## src/design/mvl_pkg.sv

```systemverilog
`timescale 1ns / 1ps
// Shared constants and types for the MUSCL van Leer face reconstruction block.
// No dependencies; imported by every module of the block.
package mvl_pkg;

  // Default widths of the cell value and the fractional part of the value format
  localparam int DEF_VALUE_BITS    = 32;
  localparam int DEF_FRACTION_BITS = 16;

  // Width fractions are always Q0.16 with room for exactly 1.0
  localparam int FRAC_W = 17;

  // Default depth of the job queue between front and back (power of two)
  localparam int DEF_QUEUE_DEPTH = 2;

  // Control flags carried with each job
  typedef struct packed {
    logic use_slope; // differences agree in sign and are both non-zero
    logic neg;       // both differences negative: slope is negative
    logic last;      // final result of a row
  } job_flags_t;

  // Back-end sequencer states
  typedef enum logic [4:0] {
    ST_IDLE = 5'b00001,
    ST_MUL  = 5'b00010,
    ST_DIV  = 5'b00100,
    ST_FRAC = 5'b01000,
    ST_DONE = 5'b10000
  } back_state_t;

endpackage

```

## src/design/muscl_van_leer_face_reconstruct.sv

```systemverilog
`timescale 1ns / 1ps
// MUSCL face reconstruction with the van Leer limiter: top level.
// Depends on mvl_pkg, mvl_front, mvl_queue and mvl_back.
//
// One cell value per beat enters a three-cell window; from the third cell of a row on, each
// beat yields the left state at the centre cell's right face and the right state at its left
// face, saturated to the signed value range, with row_last copied from the incoming row_end.
// A cell that gives no result (row start or window still filling) pushes no job, but it is
// held like any other while the job queue is full. A result whose two differences agree in
// sign passes through the back end as load, shift-add multiply, restoring divide, fraction
// multiply and write-back; a result with zero slope goes from load straight to write-back.
// The sustained rate is set by that single iterative back-end unit; a short job queue lets
// the front keep accepting cells while the back end works, and a result register lets the
// next job start while a result still waits to be taken.
module muscl_van_leer_face_reconstruct import mvl_pkg::*; #(
  parameter int VALUE_BITS    = DEF_VALUE_BITS,
  parameter int FRACTION_BITS = DEF_FRACTION_BITS,
  parameter int QUEUE_DEPTH   = DEF_QUEUE_DEPTH
) (
  input  logic                         clk,
  input  logic                         rst_n,
  input  logic                         in_valid,
  output logic                         in_stall,
  input  logic signed [VALUE_BITS-1:0] in_cell_value,
  input  logic        [FRAC_W-1:0]     in_frac_right,
  input  logic        [FRAC_W-1:0]     in_frac_left,
  input  logic                         in_row_start,
  input  logic                         in_row_end,
  output logic                         out_valid,
  input  logic                         out_stall,
  output logic signed [VALUE_BITS-1:0] out_left_state_right_face,
  output logic signed [VALUE_BITS-1:0] out_right_state_left_face,
  output logic                         out_row_last
);

  localparam int JOB_W = 3 * VALUE_BITS + 2 * FRAC_W + $bits(job_flags_t);

  logic             job_push;
  logic [JOB_W-1:0] job_in;
  logic             job_full;
  logic             job_pop;
  logic [JOB_W-1:0] job_out;
  logic             job_valid;

  // Window and classification
  mvl_front #(
    .VALUE_BITS (VALUE_BITS)
  ) u_front (
    .clk           (clk),
    .rst_n         (rst_n),
    .in_valid      (in_valid),
    .in_stall      (in_stall),
    .in_cell_value (in_cell_value),
    .in_frac_right (in_frac_right),
    .in_frac_left  (in_frac_left),
    .in_row_start  (in_row_start),
    .in_row_end    (in_row_end),
    .job_push      (job_push),
    .job_data      (job_in),
    .job_full      (job_full)
  );

  // Job queue between the two halves
  mvl_queue #(
    .WIDTH (JOB_W),
    .DEPTH (QUEUE_DEPTH)
  ) u_queue (
    .clk       (clk),
    .rst_n     (rst_n),
    .push      (job_push),
    .push_data (job_in),
    .full      (job_full),
    .pop       (job_pop),
    .pop_data  (job_out),
    .not_empty (job_valid)
  );

  // Slope, offsets and result register
  mvl_back #(
    .VALUE_BITS    (VALUE_BITS),
    .FRACTION_BITS (FRACTION_BITS)
  ) u_back (
    .clk                       (clk),
    .rst_n                     (rst_n),
    .job_valid                 (job_valid),
    .job_data                  (job_out),
    .job_pop                   (job_pop),
    .out_valid                 (out_valid),
    .out_stall                 (out_stall),
    .out_left_state_right_face (out_left_state_right_face),
    .out_right_state_left_face (out_right_state_left_face),
    .out_row_last              (out_row_last)
  );

endmodule

```

## src/design/mvl_front.sv

```systemverilog
`timescale 1ns / 1ps
// Front end: keeps the three-cell window, forms the differences and classifies each job.
// Depends on mvl_pkg.
module mvl_front import mvl_pkg::*; #(
  parameter int VALUE_BITS = DEF_VALUE_BITS,
  localparam int JOB_W = 3 * VALUE_BITS + 2 * FRAC_W + $bits(job_flags_t)
) (
  input  logic                         clk,
  input  logic                         rst_n,
  input  logic                         in_valid,
  output logic                         in_stall,
  input  logic signed [VALUE_BITS-1:0] in_cell_value,
  input  logic        [FRAC_W-1:0]     in_frac_right,
  input  logic        [FRAC_W-1:0]     in_frac_left,
  input  logic                         in_row_start,
  input  logic                         in_row_end,
  output logic                         job_push,
  output logic        [JOB_W-1:0]      job_data,
  input  logic                         job_full
);

  logic signed [VALUE_BITS-1:0] older_r, older_nxt;
  logic signed [VALUE_BITS-1:0] center_r, center_nxt;
  logic        [FRAC_W-1:0]     cfr_r, cfr_nxt;
  logic        [FRAC_W-1:0]     cfl_r, cfl_nxt;
  logic        [1:0]            fill_r, fill_nxt;

  logic                         accept;
  logic                         produce;
  logic signed [VALUE_BITS:0]   dl;
  logic signed [VALUE_BITS:0]   dr;
  logic        [VALUE_BITS:0]   dl_abs;
  logic        [VALUE_BITS:0]   dr_abs;
  job_flags_t                   flags;

  // Hold the input while the queue has no room
  assign in_stall = job_full;
  assign accept   = in_valid && !in_stall;
  assign produce  = !in_row_start && fill_r[1];

  // Backward and forward differences, exact in one extra bit
  assign dl = {center_r[VALUE_BITS-1], center_r} - {older_r[VALUE_BITS-1], older_r};
  assign dr = {in_cell_value[VALUE_BITS-1], in_cell_value}
            - {center_r[VALUE_BITS-1], center_r};
  assign dl_abs = dl[VALUE_BITS] ? -dl : dl;
  assign dr_abs = dr[VALUE_BITS] ? -dr : dr;

  // Classify: a slope is formed only when both differences are non-zero and share a sign
  always_comb begin
    flags.use_slope = (dl != '0) && (dr != '0) && (dl[VALUE_BITS] == dr[VALUE_BITS]);
    flags.neg       = dl[VALUE_BITS];
    flags.last      = in_row_end;
  end

  assign job_push = accept && produce;
  assign job_data = {center_r, dl_abs[VALUE_BITS-1:0], dr_abs[VALUE_BITS-1:0],
                     cfr_r, cfl_r, flags};

  // Advance the window on every accepted beat
  always_comb begin
    older_nxt  = older_r;
    center_nxt = center_r;
    cfr_nxt    = cfr_r;
    cfl_nxt    = cfl_r;
    fill_nxt   = fill_r;
    if (accept) begin
      older_nxt  = center_r;
      center_nxt = in_cell_value;
      cfr_nxt    = in_frac_right;
      cfl_nxt    = in_frac_left;
      if (in_row_start) begin
        fill_nxt = 2'd1;
      end else if (!fill_r[1]) begin
        fill_nxt = fill_r + 2'd1;
      end
    end
  end

  always_ff @(posedge clk) begin
    if (!rst_n) begin
      fill_r <= 2'd0;
    end else begin
      fill_r <= fill_nxt;
    end
  end

  always_ff @(posedge clk) begin
    older_r  <= older_nxt;
    center_r <= center_nxt;
    cfr_r    <= cfr_nxt;
    cfl_r    <= cfl_nxt;
  end

endmodule

```

## src/design/mvl_queue.sv

```systemverilog
`timescale 1ns / 1ps
// Short register queue that decouples the front end from the back end.
// Depends on mvl_pkg for the default depth.
module mvl_queue import mvl_pkg::*; #(
  parameter int WIDTH = 8,
  parameter int DEPTH = DEF_QUEUE_DEPTH
) (
  input  logic             clk,
  input  logic             rst_n,
  input  logic             push,
  input  logic [WIDTH-1:0] push_data,
  output logic             full,
  input  logic             pop,
  output logic [WIDTH-1:0] pop_data,
  output logic             not_empty
);

  localparam int PTR_W = (DEPTH > 1) ? $clog2(DEPTH) : 1;
  localparam int CNT_W = $clog2(DEPTH + 1);

  logic [WIDTH-1:0] mem_r [DEPTH];
  logic [PTR_W-1:0] wr_ptr_r, wr_ptr_nxt;
  logic [PTR_W-1:0] rd_ptr_r, rd_ptr_nxt;
  logic [CNT_W-1:0] count_r, count_nxt;
  logic             do_push;
  logic             do_pop;

  assign full      = (count_r == CNT_W'(DEPTH));
  assign not_empty = (count_r != '0);
  assign do_push   = push && !full;
  assign do_pop    = pop && not_empty;
  assign pop_data  = mem_r[rd_ptr_r];

  // Advance pointers and occupancy
  always_comb begin
    wr_ptr_nxt = wr_ptr_r;
    rd_ptr_nxt = rd_ptr_r;
    count_nxt  = count_r;
    if (do_push) begin
      wr_ptr_nxt = (wr_ptr_r == PTR_W'(DEPTH - 1)) ? '0 : wr_ptr_r + 1'b1;
    end
    if (do_pop) begin
      rd_ptr_nxt = (rd_ptr_r == PTR_W'(DEPTH - 1)) ? '0 : rd_ptr_r + 1'b1;
    end
    if (do_push && !do_pop) begin
      count_nxt = count_r + 1'b1;
    end else if (do_pop && !do_push) begin
      count_nxt = count_r - 1'b1;
    end
  end

  always_ff @(posedge clk) begin
    if (!rst_n) begin
      wr_ptr_r <= '0;
      rd_ptr_r <= '0;
      count_r  <= '0;
    end else begin
      wr_ptr_r <= wr_ptr_nxt;
      rd_ptr_r <= rd_ptr_nxt;
      count_r  <= count_nxt;
    end
  end

  // Write the entry on push
  always_ff @(posedge clk) begin
    if (do_push) begin
      mem_r[wr_ptr_r] <= push_data;
    end
  end

endmodule

```

## src/design/mvl_back.sv

```systemverilog
`timescale 1ns / 1ps
// Back end: iterative slope multiply and divide, fraction offsets, saturation, result register.
// Depends on mvl_pkg.
module mvl_back import mvl_pkg::*; #(
  parameter int VALUE_BITS    = DEF_VALUE_BITS,
  parameter int FRACTION_BITS = DEF_FRACTION_BITS,
  localparam int JOB_W = 3 * VALUE_BITS + 2 * FRAC_W + $bits(job_flags_t)
) (
  input  logic                         clk,
  input  logic                         rst_n,
  input  logic                         job_valid,
  input  logic        [JOB_W-1:0]      job_data,
  output logic                         job_pop,
  output logic                         out_valid,
  input  logic                         out_stall,
  output logic signed [VALUE_BITS-1:0] out_left_state_right_face,
  output logic signed [VALUE_BITS-1:0] out_right_state_left_face,
  output logic                         out_row_last
);

  localparam int VB    = VALUE_BITS;
  localparam int CNT_W = $clog2(VB + 1);
  localparam int PW    = FRAC_W + VB + 1;        // fraction times slope
  localparam int OW    = PW - FRACTION_BITS;     // offset after the shift
  localparam int SUMW  = VB + FRAC_W + 2;        // face value before clamping
  localparam logic signed [SUMW-1:0] MAX_S = {{(SUMW-VB+1){1'b0}}, {(VB-1){1'b1}}};
  localparam logic signed [SUMW-1:0] MIN_S = {{(SUMW-VB+1){1'b1}}, {(VB-1){1'b0}}};

  back_state_t          state_r, state_nxt;
  logic [CNT_W-1:0]     cnt_r, cnt_nxt;
  logic signed [VB-1:0] c_r, c_nxt;
  logic [VB-1:0]        a_r, a_nxt;
  logic [VB-1:0]        b_r, b_nxt;
  logic [VB:0]          d_r, d_nxt;
  logic [2*VB-1:0]      prod_r, prod_nxt;
  logic [VB:0]          rem_r, rem_nxt;
  logic [VB:0]          nsh_r, nsh_nxt;
  logic [VB:0]          quo_r, quo_nxt;
  logic [FRAC_W-1:0]    fr_r, fr_nxt;
  logic [FRAC_W-1:0]    fl_r, fl_nxt;
  logic [PW-1:0]        tr_r, tr_nxt;
  logic [PW-1:0]        tl_r, tl_nxt;
  job_flags_t           flags_r, flags_nxt;

  logic                 out_valid_r, out_valid_nxt;
  logic signed [VB-1:0] lsrf_r, lsrf_nxt;
  logic signed [VB-1:0] rslf_r, rslf_nxt;
  logic                 last_r, last_nxt;

  logic signed [VB-1:0] j_center;
  logic [VB-1:0]        j_a;
  logic [VB-1:0]        j_b;
  logic [FRAC_W-1:0]    j_fr;
  logic [FRAC_W-1:0]    j_fl;
  job_flags_t           j_flags;

  logic [2*VB-1:0]      mul_step;
  logic [VB+1:0]        div_trial;
  logic [VB+1:0]        div_diff;
  logic                 div_ge;
  logic [PW-1:0]        slope_ext;
  logic [PW-1:0]        tr_step;
  logic [PW-1:0]        tl_step;
  logic [PW-1:0]        tr_shift;
  logic [PW-1:0]        tl_shift;
  logic signed [SUMW-1:0] c_ext;
  logic signed [SUMW-1:0] off_r_ext;
  logic signed [SUMW-1:0] off_l_ext;
  logic signed [SUMW-1:0] face_r;
  logic signed [SUMW-1:0] face_l;
  logic                 out_free;

  // Unpack the job
  assign {j_center, j_a, j_b, j_fr, j_fl, j_flags} = job_data;

  // Clamp a face value to the signed value range
  function automatic logic signed [VB-1:0] clamp(input logic signed [SUMW-1:0] x);
    logic signed [SUMW-1:0] y;
    begin
      if (x > MAX_S) begin
        y = MAX_S;
      end else if (x < MIN_S) begin
        y = MIN_S;
      end else begin
        y = x;
      end
      clamp = y[VB-1:0];
    end
  endfunction

  // Datapath steps: shift-add multiply, restoring divide, fraction multiply
  assign mul_step  = {prod_r[2*VB-2:0], 1'b0} + (b_r[VB-1] ? {{VB{1'b0}}, a_r} : '0);
  assign div_trial = {rem_r, nsh_r[VB]};
  assign div_diff  = div_trial - {1'b0, d_r};
  assign div_ge    = (div_trial >= {1'b0, d_r});
  assign slope_ext = {{(PW-VB-1){1'b0}}, quo_r};
  assign tr_step   = {tr_r[PW-2:0], 1'b0} + (fr_r[FRAC_W-1] ? slope_ext : '0);
  assign tl_step   = {tl_r[PW-2:0], 1'b0} + (fl_r[FRAC_W-1] ? slope_ext : '0);

  // Offsets applied with the slope sign
  assign tr_shift  = tr_r >> FRACTION_BITS;
  assign tl_shift  = tl_r >> FRACTION_BITS;
  assign c_ext     = {{(SUMW-VB){c_r[VB-1]}}, c_r};
  assign off_r_ext = {{(SUMW-OW){1'b0}}, tr_shift[OW-1:0]};
  assign off_l_ext = {{(SUMW-OW){1'b0}}, tl_shift[OW-1:0]};
  assign face_r    = flags_r.neg ? c_ext - off_r_ext : c_ext + off_r_ext;
  assign face_l    = flags_r.neg ? c_ext + off_l_ext : c_ext - off_l_ext;

  assign out_free  = !out_valid_r || !out_stall;
  assign job_pop   = (state_r == ST_IDLE) && job_valid;

  // Sequencer
  always_comb begin
    state_nxt     = state_r;
    cnt_nxt       = cnt_r;
    c_nxt         = c_r;
    a_nxt         = a_r;
    b_nxt         = b_r;
    d_nxt         = d_r;
    prod_nxt      = prod_r;
    rem_nxt       = rem_r;
    nsh_nxt       = nsh_r;
    quo_nxt       = quo_r;
    fr_nxt        = fr_r;
    fl_nxt        = fl_r;
    tr_nxt        = tr_r;
    tl_nxt        = tl_r;
    flags_nxt     = flags_r;
    out_valid_nxt = out_valid_r && out_stall;
    lsrf_nxt      = lsrf_r;
    rslf_nxt      = rslf_r;
    last_nxt      = last_r;
    unique case (state_r)
      ST_IDLE: begin
        if (job_valid) begin
          c_nxt     = j_center;
          a_nxt     = j_a;
          b_nxt     = j_b;
          d_nxt     = {1'b0, j_a} + {1'b0, j_b};
          fr_nxt    = j_fr;
          fl_nxt    = j_fl;
          flags_nxt = j_flags;
          tr_nxt    = '0;
          tl_nxt    = '0;
          prod_nxt  = '0;
          cnt_nxt   = CNT_W'(VB - 1);
          state_nxt = j_flags.use_slope ? ST_MUL : ST_DONE;
        end
      end
      ST_MUL: begin
        prod_nxt = mul_step;
        b_nxt    = {b_r[VB-2:0], 1'b0};
        cnt_nxt  = cnt_r - 1'b1;
        if (cnt_r == '0) begin
          // Numerator is twice the product; high part seeds the remainder
          rem_nxt   = {1'b0, mul_step[2*VB-1:VB]};
          nsh_nxt   = {mul_step[VB-1:0], 1'b0};
          quo_nxt   = '0;
          cnt_nxt   = CNT_W'(VB);
          state_nxt = ST_DIV;
        end
      end
      ST_DIV: begin
        rem_nxt = div_ge ? div_diff[VB:0] : div_trial[VB:0];
        nsh_nxt = {nsh_r[VB-1:0], 1'b0};
        quo_nxt = {quo_r[VB-1:0], div_ge};
        cnt_nxt = cnt_r - 1'b1;
        if (cnt_r == '0) begin
          cnt_nxt   = CNT_W'(FRAC_W - 1);
          state_nxt = ST_FRAC;
        end
      end
      ST_FRAC: begin
        tr_nxt  = tr_step;
        tl_nxt  = tl_step;
        fr_nxt  = {fr_r[FRAC_W-2:0], 1'b0};
        fl_nxt  = {fl_r[FRAC_W-2:0], 1'b0};
        cnt_nxt = cnt_r - 1'b1;
        if (cnt_r == '0) begin
          state_nxt = ST_DONE;
        end
      end
      ST_DONE: begin
        // Write the result once the output register is free
        if (out_free) begin
          out_valid_nxt = 1'b1;
          lsrf_nxt      = clamp(face_r);
          rslf_nxt      = clamp(face_l);
          last_nxt      = flags_r.last;
          state_nxt     = ST_IDLE;
        end
      end
      default: begin
        state_nxt = ST_IDLE;
      end
    endcase
  end

  always_ff @(posedge clk) begin
    if (!rst_n) begin
      state_r     <= ST_IDLE;
      out_valid_r <= 1'b0;
    end else begin
      state_r     <= state_nxt;
      out_valid_r <= out_valid_nxt;
    end
  end

  always_ff @(posedge clk) begin
    cnt_r   <= cnt_nxt;
    c_r     <= c_nxt;
    a_r     <= a_nxt;
    b_r     <= b_nxt;
    d_r     <= d_nxt;
    prod_r  <= prod_nxt;
    rem_r   <= rem_nxt;
    nsh_r   <= nsh_nxt;
    quo_r   <= quo_nxt;
    fr_r    <= fr_nxt;
    fl_r    <= fl_nxt;
    tr_r    <= tr_nxt;
    tl_r    <= tl_nxt;
    flags_r <= flags_nxt;
    lsrf_r  <= lsrf_nxt;
    rslf_r  <= rslf_nxt;
    last_r  <= last_nxt;
  end

  assign out_valid                 = out_valid_r;
  assign out_left_state_right_face = lsrf_r;
  assign out_right_state_left_face = rslf_r;
  assign out_row_last              = last_r;

endmodule
```

## config.mk

```make
export PLATFORM = sky130hd
export DESIGN_NAME = muscl_van_leer_face_reconstruct
export DESIGN_NICKNAME = d
export VERILOG_FILES = /design/src/design/mvl_pkg.sv /design/src/design/muscl_van_leer_face_reconstruct.sv /design/src/design/mvl_front.sv /design/src/design/mvl_queue.sv /design/src/design/mvl_back.sv
export SDC_FILE = /design/constraint.sdc
export NUM_CORES = 2
export LEC_CHECK = 0
export BUFFER_PORTS_ARGS = -buffer_cell sky130_fd_sc_hd__clkbuf_2
export CAP_MARGIN = 20
export CORE_UTILIZATION = 48
export CTS_CLUSTER_DIAMETER = 150
export DETAILED_ROUTE_END_ITERATION = 8
export GPL_ROUTABILITY_DRIVEN = 0
export GPL_TIMING_DRIVEN = 0
export PLACE_DENSITY_LB_ADDON = 0.05
export SKIP_CTS_REPAIR_TIMING = 1
export SLEW_MARGIN = 20
export SYNTH_ARGS = -nofsm -noshare
export SYNTH_HDL_FRONTEND = slang
export SYNTH_SLANG_ARGS = --single-unit
```

## constraint.sdc

```tcl
create_clock -name clk -period 16.25 [get_ports clk]
set_input_delay 2.4375 -clock clk [delete_from_list [all_inputs] [get_ports clk]]
set_output_delay 2.4375 -clock clk [all_outputs]
set_load 0.1 [all_outputs]
```

==> results.py <==
metrics = {
    "synthesis": {
        "postSynth.asyncResetShare": 0,
        "synth_ff_type": "sky130_fd_sc_hd__edfxtp_1",
        "synthesis.instances": 4524,
        "yosys_warns": 0,
        "number_of_enable_type_register_cells_in_the_synthesized_netlist": 861,
        "mean_instance_size_in_the_synthesized_netlist_um2": 11.1,
        "synthesis.area_um2": 50300,
        "yosys_register_bits": 874,
        "synth.yosys.seq_area_share": 0.519,
        "syn_nets": 4906,
        "ys_types": 93,
    },
    "global_routing": {
        "grt_pass1_wl_um": 197000,
        "grt_antenna_before_repair": 4,
        "first_global_vias": 33800,
        "grt_use_met1": 0.339,
        "groute.layer.met3.usage": 0.0283,
        "grt_max_degree": 69,
        "grt_util_met2": 0.389,
        "gr-max-usage-layer": "met2",
        "groute.usage.overall": 0.239,
        "grt-ovfl-total": 0,
    },
    "clock_network": {
        "clock_sinks": 874,
        "cts.path.max_buffers": 3,
        "cts_htree_levels": 3,
        "tritoncts_clock_tree": "built",
        "cts.reportedPaths.clkPinSlew_ns": 0.07,
        "cts_buffers": 97,
        "clk-insertion-delay-late_ns": 0.70,
        "clockRootBuffer": "sky130_fd_sc_hd__clkbuf_16",
    },
    "floorplan": {
        "row_cnt": 118,
        "die-width_um": 326,
        "die_height_um": 326,
        "die_area_um2": 106000,
        "core_area_um2": 104000,
        "top_level_ports": 139,
        "start_util": 0.485,
    },
    "hold_path": {
        "timing.hold.worst.class": "reg -> reg",
    },
    "final_layout": {
        "final_layout_size_suffix_gt1_frac": 0.106,
        "antenna_cells": 0,
        "final_non_filler_cell_area_um2": 56900,
        "layout.cells.most_common": "sky130_fd_sc_hd__edfxtp_1",
        "final_nets": 5173,
        "synthesis_to_layout_area_growth_pct": 13.1,
        "filler_cell_count": 9206,
        "layout.cells.most_common_list": "sky130_fd_sc_hd__edfxtp_1, sky130_fd_sc_hd__nor2_1, sky130_fd_sc_hd__a21oi_1, sky130_fd_sc_hd__ha_1, sky130_fd_sc_hd__nand2_1",
        "layoutNonFillerInstCount": 6253,
    },
    "outcome": {
        "status": "complete, no violations",
    },
    "timing": {
        "sum_of_negative_setup_slack_ns": 0,
        "setup_ws_ns": 9.49,
        "worst_slew_margin_rel": 0.271,
        "hold_viol_final": 0,
        "setup_repair_after_global_routing_missed_its_margin": "false",
        "achievable-frequency_ghz": 0.148,
        "tightest_slew_ns": 1.09,
        "min_period_over_period": 0.416,
        "min_period_ns": 6.76,
        "final.setup_skew_ns": 0.0277,
        "maxSlewViolCount": 0,
        "setup_viol": 0,
    },
    "detailed_routing": {
        "drt-total-wl_um": 128000,
        "detail_route.first_pass.iterations": 5,
        "detail_route.drc_violations": 0,
        "antenna_violating_nets_post_route": 0,
        "detailroute.via_count": 35200,
        "drt_iter0_drc": 2563,
        "routed_via_density": 5.64,
        "drt-wirelength-per-cell_um": 20.5,
    },
    "power_and_ir_drop": {
        "power_w": 0.0123,
        "share_seq_of_total_power": 0.299,
        "power.ir.vdd_worst_mv": 0.187,
        "power_per_cell_area_nw_per_um2": 216,
        "internal_power_w": 0.00709,
        "total_leakage_power_nw": 21.3,
        "power.switching_w": 0.00519,
        "power_frac_comb": 0.515,
        "clock_power_share": 0.186,
        "power.switching_fraction": 0.423,
    },
    "placed_design": {
        "port_buffers": 138,
        "placed_cells_incl_taps": 6070,
        "placed_area_um2": 53500,
        "hpwl_um": 97600,
        "pre_cts_ws_ns": 9.04,
    },
    "critical_path": {
        "timing.critical_path.from_type": "flip-flop",
        "setup.worst_path.class": "reg -> reg",
        "required_ns": 16.66,
        "timing.critical_path.to_type": "flip-flop",
        "path_max_fanout": 10,
        "cp.arrival_ns": 7.17,
    },
    "job": {
        "max_cap_violations": 0,
    },
}
[sequential cells by signal, summed over array words and instances (netlist names), 32 cells and up, named ones only]
register / cells
u_front.older_r: 32
u_back.out_right_state_left_face: 32
u_back.out_left_state_right_face: 32
u_back.d_r: 33
u_front.center_r: 32
u_back.nsh_r: 32
u_back.a_r: 32
u_back.b_r: 32
u_back.quo_r: 33
u_back.tl_r: 50
u_back.tr_r: 50
u_back.rem_r: 33
u_queue.mem_r: 266
u_back.c_r: 32
u_back.prod_r: 63
[path summary, 6_finish.rpt]
path | startpoint | to | slack, ns | cells after the start
max | u_back.flags_r[1] | u_back.out_left_state_right_face[18] | 9.49 | 18
min | u_front.cfl_r[1] | u_queue.mem_r[0][4] | 0.44 | 0
max reg2reg | u_back.flags_r[1] | u_back.out_left_state_right_face[18] | 9.49 | 18
min reg2reg | u_front.cfl_r[1] | u_queue.mem_r[0][4] | 0.44 | 0
[kinds of logic (layout without fill, tap and decap cells)]
family / after synthesis / in the layout / share of synthesized area
AO/OA/AOI/OAI: 1117 / 1117 / 0.139
flip-flops: 874 / 874 / 0.519
adder cells (fa/ha/maj): 310 / 310 / 0.0785
AND/OR/NAND/NOR: 1284 / 1284 / 0.127
buffers and inverters: 358 / 707 / 0.0270
multiplexers: 178 / 178 / 0.0386
XOR/XNOR: 403 / 403 / 0.0705
[cell usage after synthesis, drive strengths merged, types with 16 or more instances]
cell	n	area [um^2]
or3	44	280
nor4	25	184
nand2b	44	275
inv	210	788
o31ai	33	248
nor3	69	345
nor2	381	1430
nand2	269	1010
mux2	129	1450
o21ai	285	1430
o21bai	33	251
edfxtp	861	25900
ha	301	3770
clkbuf	124	465
a211oi	52	395
a21boi	22	169
and2	147	920
and3	47	294
a31oi	40	256
mux2i	49	490
nand3	90	450
a21o	130	976
a31o	16	140
a21oi	343	1720
buf	24	103
o211ai	17	128
xor2	194	1710
or2	17	106
nand4	45	282
nor2b	49	307
xnor2	209	1840
o21a	48	360
[worst max-delay path, stage by stage, from the launching register on]
cell	delay (ns)
sky130_fd_sc_hd__edfxtp_1	0.37
sky130_fd_sc_hd__clkbuf_1	0.51
sky130_fd_sc_hd__clkbuf_1	0.53
sky130_fd_sc_hd__buf_1	0.75
sky130_fd_sc_hd__mux2i_1	0.25
sky130_fd_sc_hd__fa_1	0.51
sky130_fd_sc_hd__a211oi_1	0.32
sky130_fd_sc_hd__o21ai_0	0.21
sky130_fd_sc_hd__a31oi_1	0.51
sky130_fd_sc_hd__o211ai_1	0.23
sky130_fd_sc_hd__a31oi_1	0.30
sky130_fd_sc_hd__o21bai_1	0.17
sky130_fd_sc_hd__a31oi_1	0.28
sky130_fd_sc_hd__o21ai_1	0.10
sky130_fd_sc_hd__a21oi_1	0.18
sky130_fd_sc_hd__xnor2_1	0.15
sky130_fd_sc_hd__o41ai_4	0.54
sky130_fd_sc_hd__buf_2	0.36
sky130_fd_sc_hd__o21ai_1	0.20
[metrics by stage]
stage	util	hold slack [ns]
after detailed placement	0.516	0.430
after floorplan	-	0.400
after global placement	0.509	0.423
after CTS	0.549	0.445
final	0.549	0.438
after global routing	0.549	0.447
[final cells by class]
cell class / instances / area (um^2) / area share
Inverter: 210 / 793 / 0.0139
Multi-Input combinational cell: 3292 / 22900 / 0.402
Sequential cell: 874 / 26100 / 0.459
Clock inverter: 62 / 773 / 0.0136
Buffer: 148 / 577 / 0.0101
Clock buffer: 119 / 2580 / 0.0454
Tap cell: 1380 / 1730 / 0.0304
Timing Repair Buffer: 168 / 1440 / 0.0252
[layer usage]
layer	part of all wire	routed length, um
met5	0.000078	10
met2	0.47	60000
met1	0.47	60100
met4	0.020	2540
met3	0.045	5740
[power by group through the flow]
stage / sequential, W / clock (W) / combinational [W]
4_1_cts: 0.00366 / 0.00234 / 0.00634
3_5_place_dp: 0.00370 / 0 / 0.00630
5_1_grt: 0.00371 / 0.00242 / 0.00698
6_report: 0.00367 / 0.00229 / 0.00632
2_1_floorplan: 0.00381 / 0 / 0.00448
3_3_place_gp: 0.00388 / 0 / 0.00610
Power figures use the tool's default switching activity.
